<file path="config.mk">
export PLATFORM = sky130hd
export DESIGN_NAME = multichannel_moving_sum_top
export DESIGN_NICKNAME = d
export VERILOG_FILES = /design/src/hw/rtl/mmsum_pkg.sv /design/src/hw/rtl/multichannel_moving_sum_top.sv
export SDC_FILE = /design/constraint.sdc
export NUM_CORES = 1
export LEC_CHECK = 0
export BUFFER_PORTS_ARGS = -buffer_cell sky130_fd_sc_hd__clkbuf_2
export CORE_MARGIN = 2
export CORE_UTILIZATION = 50
export CTS_CLUSTER_SIZE = 25
export DETAILED_ROUTE_END_ITERATION = 8
export GPL_TIMING_DRIVEN = 0
export PLACE_DENSITY = 0.68
export SYNTH_ARGS = -nofsm -noshare
export SYNTH_HDL_FRONTEND = slang
export SYNTH_SLANG_ARGS = --single-unit
</file>
<file path="constraint.sdc">
create_clock -name i_clk -period 10.84 [get_ports i_clk]
set_input_delay 0.542 -clock i_clk [delete_from_list [all_inputs] [get_ports i_clk]]
set_output_delay 0.542 -clock i_clk [all_outputs]
set_load 0.05 [all_outputs]
</file>
<file path="src/hw/rtl/mmsum_pkg.sv">
`default_nettype none

package mmsum_pkg;

    localparam int SAMPLE_W    = 10;
    localparam int SAMPLE_MAX  = 1023;
    localparam int CH_W        = 2;
    localparam int NUM_CH      = 4;
    localparam int WSUM_W      = 14;
    localparam int DEPTH_DEF   = 16;
    localparam int IN_TDATA_W  = 16;
    localparam int OUT_TDATA_W = 16;

    localparam logic [CH_W-1:0] CH_FIRST = 2'd0;
    localparam logic [CH_W-1:0] CH_LAST  = 2'd3;

endpackage

`default_nettype wire

</file>
<file path="src/hw/rtl/multichannel_moving_sum_top.sv">
// Four-channel moving sum for a round-robin scanned 10-bit converter.
// Slave stream: one conversion per transfer, sample in i_s_tdata[9:0],
//   channels arriving in the order 0,1,2,3,0,...
// Master stream: o_m_tuser = channel, o_m_tdata[13:0] = sum of that
//   channel's last DEPTH samples (empty slots count as zero).
// The first transfer after reset only starts the scan: it is dropped and
//   gives no result. Every later transfer gives exactly one result.
// Pipeline: the registered read of the sample ring, then the sum update
//   into the result register.
// Throughput: one sample per cycle, sustained while the receiver takes results.
// Reset (synchronous, active low) clears sums, slot valid bits, ring
//   position and both pipeline stages; no clearing pass is needed.
// Receiver stall: the result register holds, one further sample is still
//   taken into the ring-read stage if that stage is empty, then o_s_tready
//   drops until the result is taken.
`default_nettype none

module multichannel_moving_sum_top
    import mmsum_pkg::*;
#(
    parameter int DEPTH = DEPTH_DEF
) (
    input  wire                     i_clk,
    input  wire                     i_rst_n,
    input  wire                     i_s_tvalid,
    output logic                    o_s_tready,
    input  wire  [IN_TDATA_W-1:0]   i_s_tdata,   // [9:0] sample
    output logic                    o_m_tvalid,
    input  wire                     i_m_tready,
    output logic [OUT_TDATA_W-1:0]  o_m_tdata,   // [13:0] window_sum
    output logic [CH_W-1:0]         o_m_tuser    // [1:0] channel
);

    localparam int POS_W     = $clog2(DEPTH);
    localparam int ADDR_W    = CH_W + POS_W;
    localparam int SLOTS     = NUM_CH << POS_W;
    localparam int SUM_RAW_W = $clog2(DEPTH * SAMPLE_MAX + 1);
    localparam int SUM_W     = (SUM_RAW_W > WSUM_W) ? SUM_RAW_W : WSUM_W;
    localparam logic [POS_W-1:0] POS_LAST = POS_W'(DEPTH - 1);

    logic                r_started;
    logic [CH_W-1:0]     r_ch;
    logic [POS_W-1:0]    r_pos;

    logic [SAMPLE_W-1:0] r_ring [SLOTS];
    logic [SLOTS-1:0]    r_slot_vld;
    logic [SUM_W-1:0]    r_sum [NUM_CH];

    logic                r_s1_vld;
    logic [CH_W-1:0]     r_s1_ch;
    logic [ADDR_W-1:0]   r_s1_addr;
    logic [SAMPLE_W-1:0] r_s1_sample;
    logic [SAMPLE_W-1:0] r_s1_old;
    logic                r_s1_old_vld;

    logic                r_out_vld;
    logic [CH_W-1:0]     r_out_ch;
    logic [WSUM_W-1:0]   r_out_sum;

    logic                adv;
    logic                s1_ready;
    logic                in_xfer;
    logic                wr;
    logic [ADDR_W-1:0]   rd_addr;
    logic [SAMPLE_W-1:0] old_eff;
    logic [SUM_W-1:0]    n_sum;

    assign adv      = !r_out_vld || i_m_tready;
    assign s1_ready = !r_s1_vld || adv;
    assign in_xfer  = i_s_tvalid && s1_ready;
    assign wr       = r_s1_vld && adv;
    assign rd_addr  = {r_ch, r_pos};

    assign old_eff  = r_s1_old_vld ? r_s1_old : '0;
    assign n_sum    = r_sum[r_s1_ch] - SUM_W'(old_eff) + SUM_W'(r_s1_sample);

    // sample ring
    always_ff @(posedge i_clk) begin
        if (wr) begin
            r_ring[r_s1_addr] <= r_s1_sample;
        end
        if (in_xfer) begin
            r_s1_old <= r_ring[rd_addr];
        end
    end

    always_ff @(posedge i_clk) begin
        if (!i_rst_n) begin
            r_started  <= 1'b0;
            r_ch       <= CH_FIRST;
            r_pos      <= '0;
            r_slot_vld <= '0;
            r_s1_vld   <= 1'b0;
            r_out_vld  <= 1'b0;
            for (int k = 0; k < NUM_CH; k++) begin
                r_sum[k] <= '0;
            end
        end else begin
            if (in_xfer) begin
                if (!r_started) begin
                    r_started <= 1'b1;
                end else begin
                    r_ch <= r_ch + CH_W'(1);
                    if (r_ch == CH_LAST) begin
                        r_pos <= (r_pos == POS_LAST) ? '0 : r_pos + POS_W'(1);
                    end
                end
            end
            if (s1_ready) begin
                r_s1_vld <= in_xfer && r_started;
            end
            if (adv) begin
                r_out_vld <= r_s1_vld;
            end
            if (wr) begin
                r_slot_vld[r_s1_addr] <= 1'b1;
                r_sum[r_s1_ch]        <= n_sum;
            end
        end
    end

    always_ff @(posedge i_clk) begin
        if (in_xfer) begin
            r_s1_ch      <= r_ch;
            r_s1_addr    <= rd_addr;
            r_s1_sample  <= i_s_tdata[SAMPLE_W-1:0];
            r_s1_old_vld <= r_slot_vld[rd_addr];
        end
        if (wr) begin
            r_out_ch  <= r_s1_ch;
            r_out_sum <= n_sum[WSUM_W-1:0];
        end
    end

    assign o_s_tready = s1_ready;
    assign o_m_tvalid = r_out_vld;
    assign o_m_tdata  = {{(OUT_TDATA_W - WSUM_W){1'b0}}, r_out_sum};
    assign o_m_tuser  = r_out_ch;

endmodule

`default_nettype wire

</file>
# Word level (Yosys, flattened, before mapping)

Memories as Yosys holds them, arrays and structs flattened. A register that Yosys moved wholly into a read port is not among the register bits.
Cells that the tools add are included.

Input port bits: 20
Bits in registers: 108
Bits in writable memories: 696
Memories kept: 2
Logic and storage cells: 50

Add/subtract/negate cells: 4
Reductions and logical operators: 11
Mux-type cells: 15
Eq/ne operators: 2
Magnitude comparators: 3
Bitwise logic cells: 1

Memories:

| memory | depth | bits a word | rd ports | clocked after memory_dff | write ports | line                              | text |
|---|---|---|---|---|---|---|---|
| r_ring | 64    | 10          | 1        | 1                        | 1           | multichannel_moving_sum_top.sv:45 | `logic [SAMPLE_W-1:0] r_ring [SLOTS];` |
| r_sum  | 4     | 14          | 1        | 1                        | 4           | multichannel_moving_sum_top.sv:47 | `logic [SUM_W-1:0] r_sum [NUM_CH];` |

Operator list:

| cell                                                 | number |
|---|---|
| OR 64 bit                                            | 1 |
| adder 14 x 10 -> 14 bit                              | 1 |
| < comparator 6 x 7 -> 1 bit (second input constant)  | 2 |
| 2-to-1 mux 14 bit                                    | 1 |
| OR reduction 14 bit                                  | 1 |
| subtractor 14 x 10 -> 14 bit                         | 1 |
| 2-to-1 mux 10 bit                                    | 1 |
| 2-to-1 mux 1 bit                                     | 8 |
| binary-select mux 1 bit (select 6 bit)               | 1 |
| demux 1 bit (select 6 bit)                           | 1 |
| >= comparator 6 x 1 -> 1 bit (second input constant) | 1 |
| adder 4 x 1 -> 4 bit (second input constant)         | 1 |
| == test 4 bit (second input constant)                | 1 |
| logical AND 1 bit                                    | 4 |
| 2-to-1 mux 2 bit                                     | 2 |
| 2-to-1 mux 4 bit                                     | 1 |
| AND reduction 3 bit                                  | 1 |
| adder 2 x 1 -> 2 bit (second input constant)         | 1 |
| == test 2 bit (second input constant)                | 1 |
| logical NOT 1 bit                                    | 2 |
| logical OR 1 bit                                     | 2 |
| AND reduction 2 bit                                  | 1 |

# Longest topological paths before layout

Word-level depth: 8
Mapped depth: 13

# Worst setup path before layout

No wires, ideal clock.

Path type: reg2reg
Start point: register r_s1_sample[1]
End point: memory r_sum[0][10] in the netlist's numbering (data pin)
Data required time: 10.567 ns
Cell stages (with the launch flop): 10
Setup slack: 7.127 ns
Setup time: 0.273 ns
Data arrival time: 3.440 ns
Path through: edfxtp_1 > inv_1 > fa_1 > inv_1 > fa_1 > a211oi_1 > o21ai_0 > nor4bb_1 > a211oi_1 > nor2_1

RTL lines:

| what                   | line                               | text |
|---|---|---|
| start, declared        | multichannel_moving_sum_top.sv:52  | `logic [SAMPLE_W-1:0] r_s1_sample;` |
| start signal, assigned | multichannel_moving_sum_top.sv:126 | `r_s1_sample <= i_s_tdata[SAMPLE_W-1:0];` |
| end, declared          | multichannel_moving_sum_top.sv:47  |  |

==> out/summary.txt <==
Post-synthesis adder-cell area fraction -> 1.24%
Asr flop ratio synth -> 0%
Mapped cell area -> 32300 sq um
Setup repair bufs after CTS -> 0
IO Port Bufs -> 30
Top_reg_cell synth -> edfxtp_1
Clock Path Buffers -> 3
Placeable Area -> 64200 sq um
CP Data Required Time -> 11.20 ns
Vias per cell -> 6.12
Period minus WS final -> 4.38 ns
Area grow syn2layout -> 13.9%
Worst slew margin -> 5.22%
Initial DRC Count -> 1770
Clock skew -> 0.0245 ns
Hold Crit Depth -> 1
Final WL -> 78.4 mm
Clk Latency, worst-skew pair -> 0.63 ns
EDFF count, synth -> 739
Cell count after synthesis -> 1752
CTS Sinks -> 814
Post-synthesis sequential area ratio -> 73.3%
Setup TNS -> 0 ns
Worst reg2reg path depth -> 11
Share of cells above drive strength 1 -> 19.2%
Final hold vios -> 0
Hold EP -> r_s1_sample[3]$_DFFE_PP_
Die X-Extent -> 258 um
Startpoint types -> flop
Worst min path class -> in -> reg
Syn Area/Cell -> 18.5 sq um
CTS Buf Count -> 82
#FFs+latches synth -> 814
Clock root cell -> clkbuf_16
Row Count -> 93
Nets -> 1934
Vias in the first global route -> 17400
Compound-Gate Fraction of Synth Area -> 5.43%
Lkg Pwr -> 0.0118 uW
Final period util -> 40.4%
RSZ-0062 raised after global routing -> no
PD cells -> 182 nW/um^2
Post-DRT Antenna Nets -> 0
Final Setup Violations -> 0
GR Overflow Total -> 0
GRT Overall Usage -> 23.8%
Pin count of the biggest net entering global routing -> 35
Starting density of the core -> 50.3%
Crit path capture type -> flop
Top Ports -> 40
Pins Over Slew Limit -> 0
VDD IR max -> 0.133 mV
Reg2Reg Setup Slack -> 6.46 ns
Post-synthesis simple-gate area fraction -> 3.47%
Clock slew at reported path FFs -> 0.06 ns
H-tree levels -> 3
Cts hold-fix bufs -> 0
Max FO, Critical Path -> 10
Main combinational cell family by area after synthesis -> multiplexers
Total power -> 6710 uW
Max Cap Viol -> 0
Hold wc startpoint -> i_s_tdata[3]
Routed vias -> 17200
Post_cts resized -> 0
CP arrival -> 4.74 ns
Status -> complete, no violations
Max Freq -> 228 MHz
DRC viols -> 0
Post-synthesis mux area share -> 14.1%
First-pass GRT wire length -> 115 mm
Number of diodes -> 0
Leading area contributor after synthesis -> edfxtp_1
Gpl congestion -> 0.904
Synth Area in XOR/XNOR -> 0.244%
CTS tree -> yes
Distinct cell type count after synthesis -> 56
Yosys top cell area share -> 68.6%
Routed wire per std cell -> 27.9 um
Hpwl dp -> 53.6 mm
Initial antenna violation count -> 1
Worst-Margin Slew -> 1.42 ns
CP Class -> reg -> reg
Top area cells in the synthesized netlist -> edfxtp_1 69%, mux4_2 10%, dfxtp_1 4.6%
Reg2reg end -> r_sum[1][10]$_SDFFCE_PN0P_
Die H -> 258 um
Yosys Warn Count -> 0
First-pass iteration count of the detailed router -> 5
Die area -> 66700 sq um
==> per-stage QoR <==
stage | cell area [sq um] | std cells | worst slack, ns | hold slack (ns) | util, %
floorplan | 32300 | 1753 | 7.13 | 0.429 | -
finish | 36800 | 2810 | 6.46 | 0.0800 | 57.4
CTS | 36800 | 2810 | 6.50 | 0.0421 | 57.4
global placement | 33600 | 2638 | 5.79 | 0.441 | 52.2
global route | 36800 | 2810 | 6.13 | 0.0613 | 57.4
detailed placement | 34100 | 2659 | 6.55 | 0.451 | 53.1
==> cells in the final DEF (no fill, tap or decap), drive strengths merged, types with 8 or more instances in the layout <==
cell type,Yosys,routed
edfxtp,739,739
clkbuf,43,184
mux4,147,147
mux2i,122,122
nor2,117,117
dfxtp,75,75
buf,49,70
o21a,69,69
inv,57,63
a211oi,35,35
o22ai,31,31
nand2,29,29
a22oi,27,27
clkinv,0,23
a21oi,22,22
ha,16,16
and2,15,15
and3,14,14
nand3,13,13
o221ai,12,12
o31ai,11,11
nor3,10,10
fa,10,10
nor2b,9,9
bufinv,0,9
o21ai,8,8
==> where the power goes <==
group	internal [uW]	switching [uW]
clock network	1680	1180
registers	3450	20.5
logic	120	255
total	5260	1460
==> synthesized netlist by cell type, types with 15 or more instances <==
cell type,number
a22oi_1,27
and2_1,15
o22ai_1,31
nor2_1,117
inv_1,57
o21a_1,69
buf_4,16
mux2i_1,122
a21oi_1,21
edfxtp_1,739
nand2_1,29
buf_2,21
mux4_2,147
ha_1,16
a211oi_1,35
clkbuf_1,43
dfxtp_1,75
==> state kept, by name, indices dropped and copies added (netlist names), 4 cells and up, named ones only <==
| register | flops |
|---|---|
| r_s1_addr | 4 |
| r_sum | 56 |
| r_pos | 4 |
| r_out_sum | 14 |
| r_slot_vld | 64 |
| r_s1_old | 10 |
| r_ring | 640 |
| r_s1_sample | 10 |
==> critical path: stages (launching register included) <==
cell      delay, ns
dfxtp_1        0.51
clkbuf_1       0.53
mux4_2         0.34
inv_1          0.06
fa_1           0.47
inv_1          0.06
fa_1           0.49
a211oi_1       0.33
o21ai_0        0.32
nor4bb_1       0.24
a211oi_1       0.63
nor2_1         0.12
==> worst max path at each step <==
stage,startpoint,to,slack (ns)
2_1_floorplan,r_s1_sample[1]$_DFFE_PP_,r_sum[0][10]$_SDFFCE_PN0P_,7.13
3_3_place_gp,r_s1_sample[1]$_DFFE_PP_,r_sum[0][10]$_SDFFCE_PN0P_,5.79
3_5_place_dp,flop,r_sum[1][10]$_SDFFCE_PN0P_,6.55
4_1_cts,flop,r_sum[1][10]$_SDFFCE_PN0P_,6.50
5_1_grt,flop,r_sum[1][10]$_SDFFCE_PN0P_,6.13
6_report,flop,r_sum[1][10]$_SDFFCE_PN0P_,6.46
==> metal layers <==
layer / GRT usage [%] / vias to the layer above / routed length [um]
li1: - / 7313 / -
met1: 32.2 / 8901 / 31300
met2: 37.6 / 775 / 37200
met3: 4.59 / 200 / 6100
met4: 11.0 / 4 / 3690
met5: 0.570 / - / 46
==> final cells by class <==
class,instances,area (sq um)
clock inverter,40,473
multi-input combinational,790,7920
tap,855,1070
fill,4817,27400
inverter,57,214
sequential,814,23700
timing repair buffer,51,703
clock buffer,111,2250
buffer,92,514
==> cell families after synthesis <==
logic type	count (synthesis)
compound gates	243
flops	814
mux	271
buf+inv	149
other cells	1
simple gates	239
xor+xnor	9
fa+ha+maj	26
(Power assumes the default switching activity.)
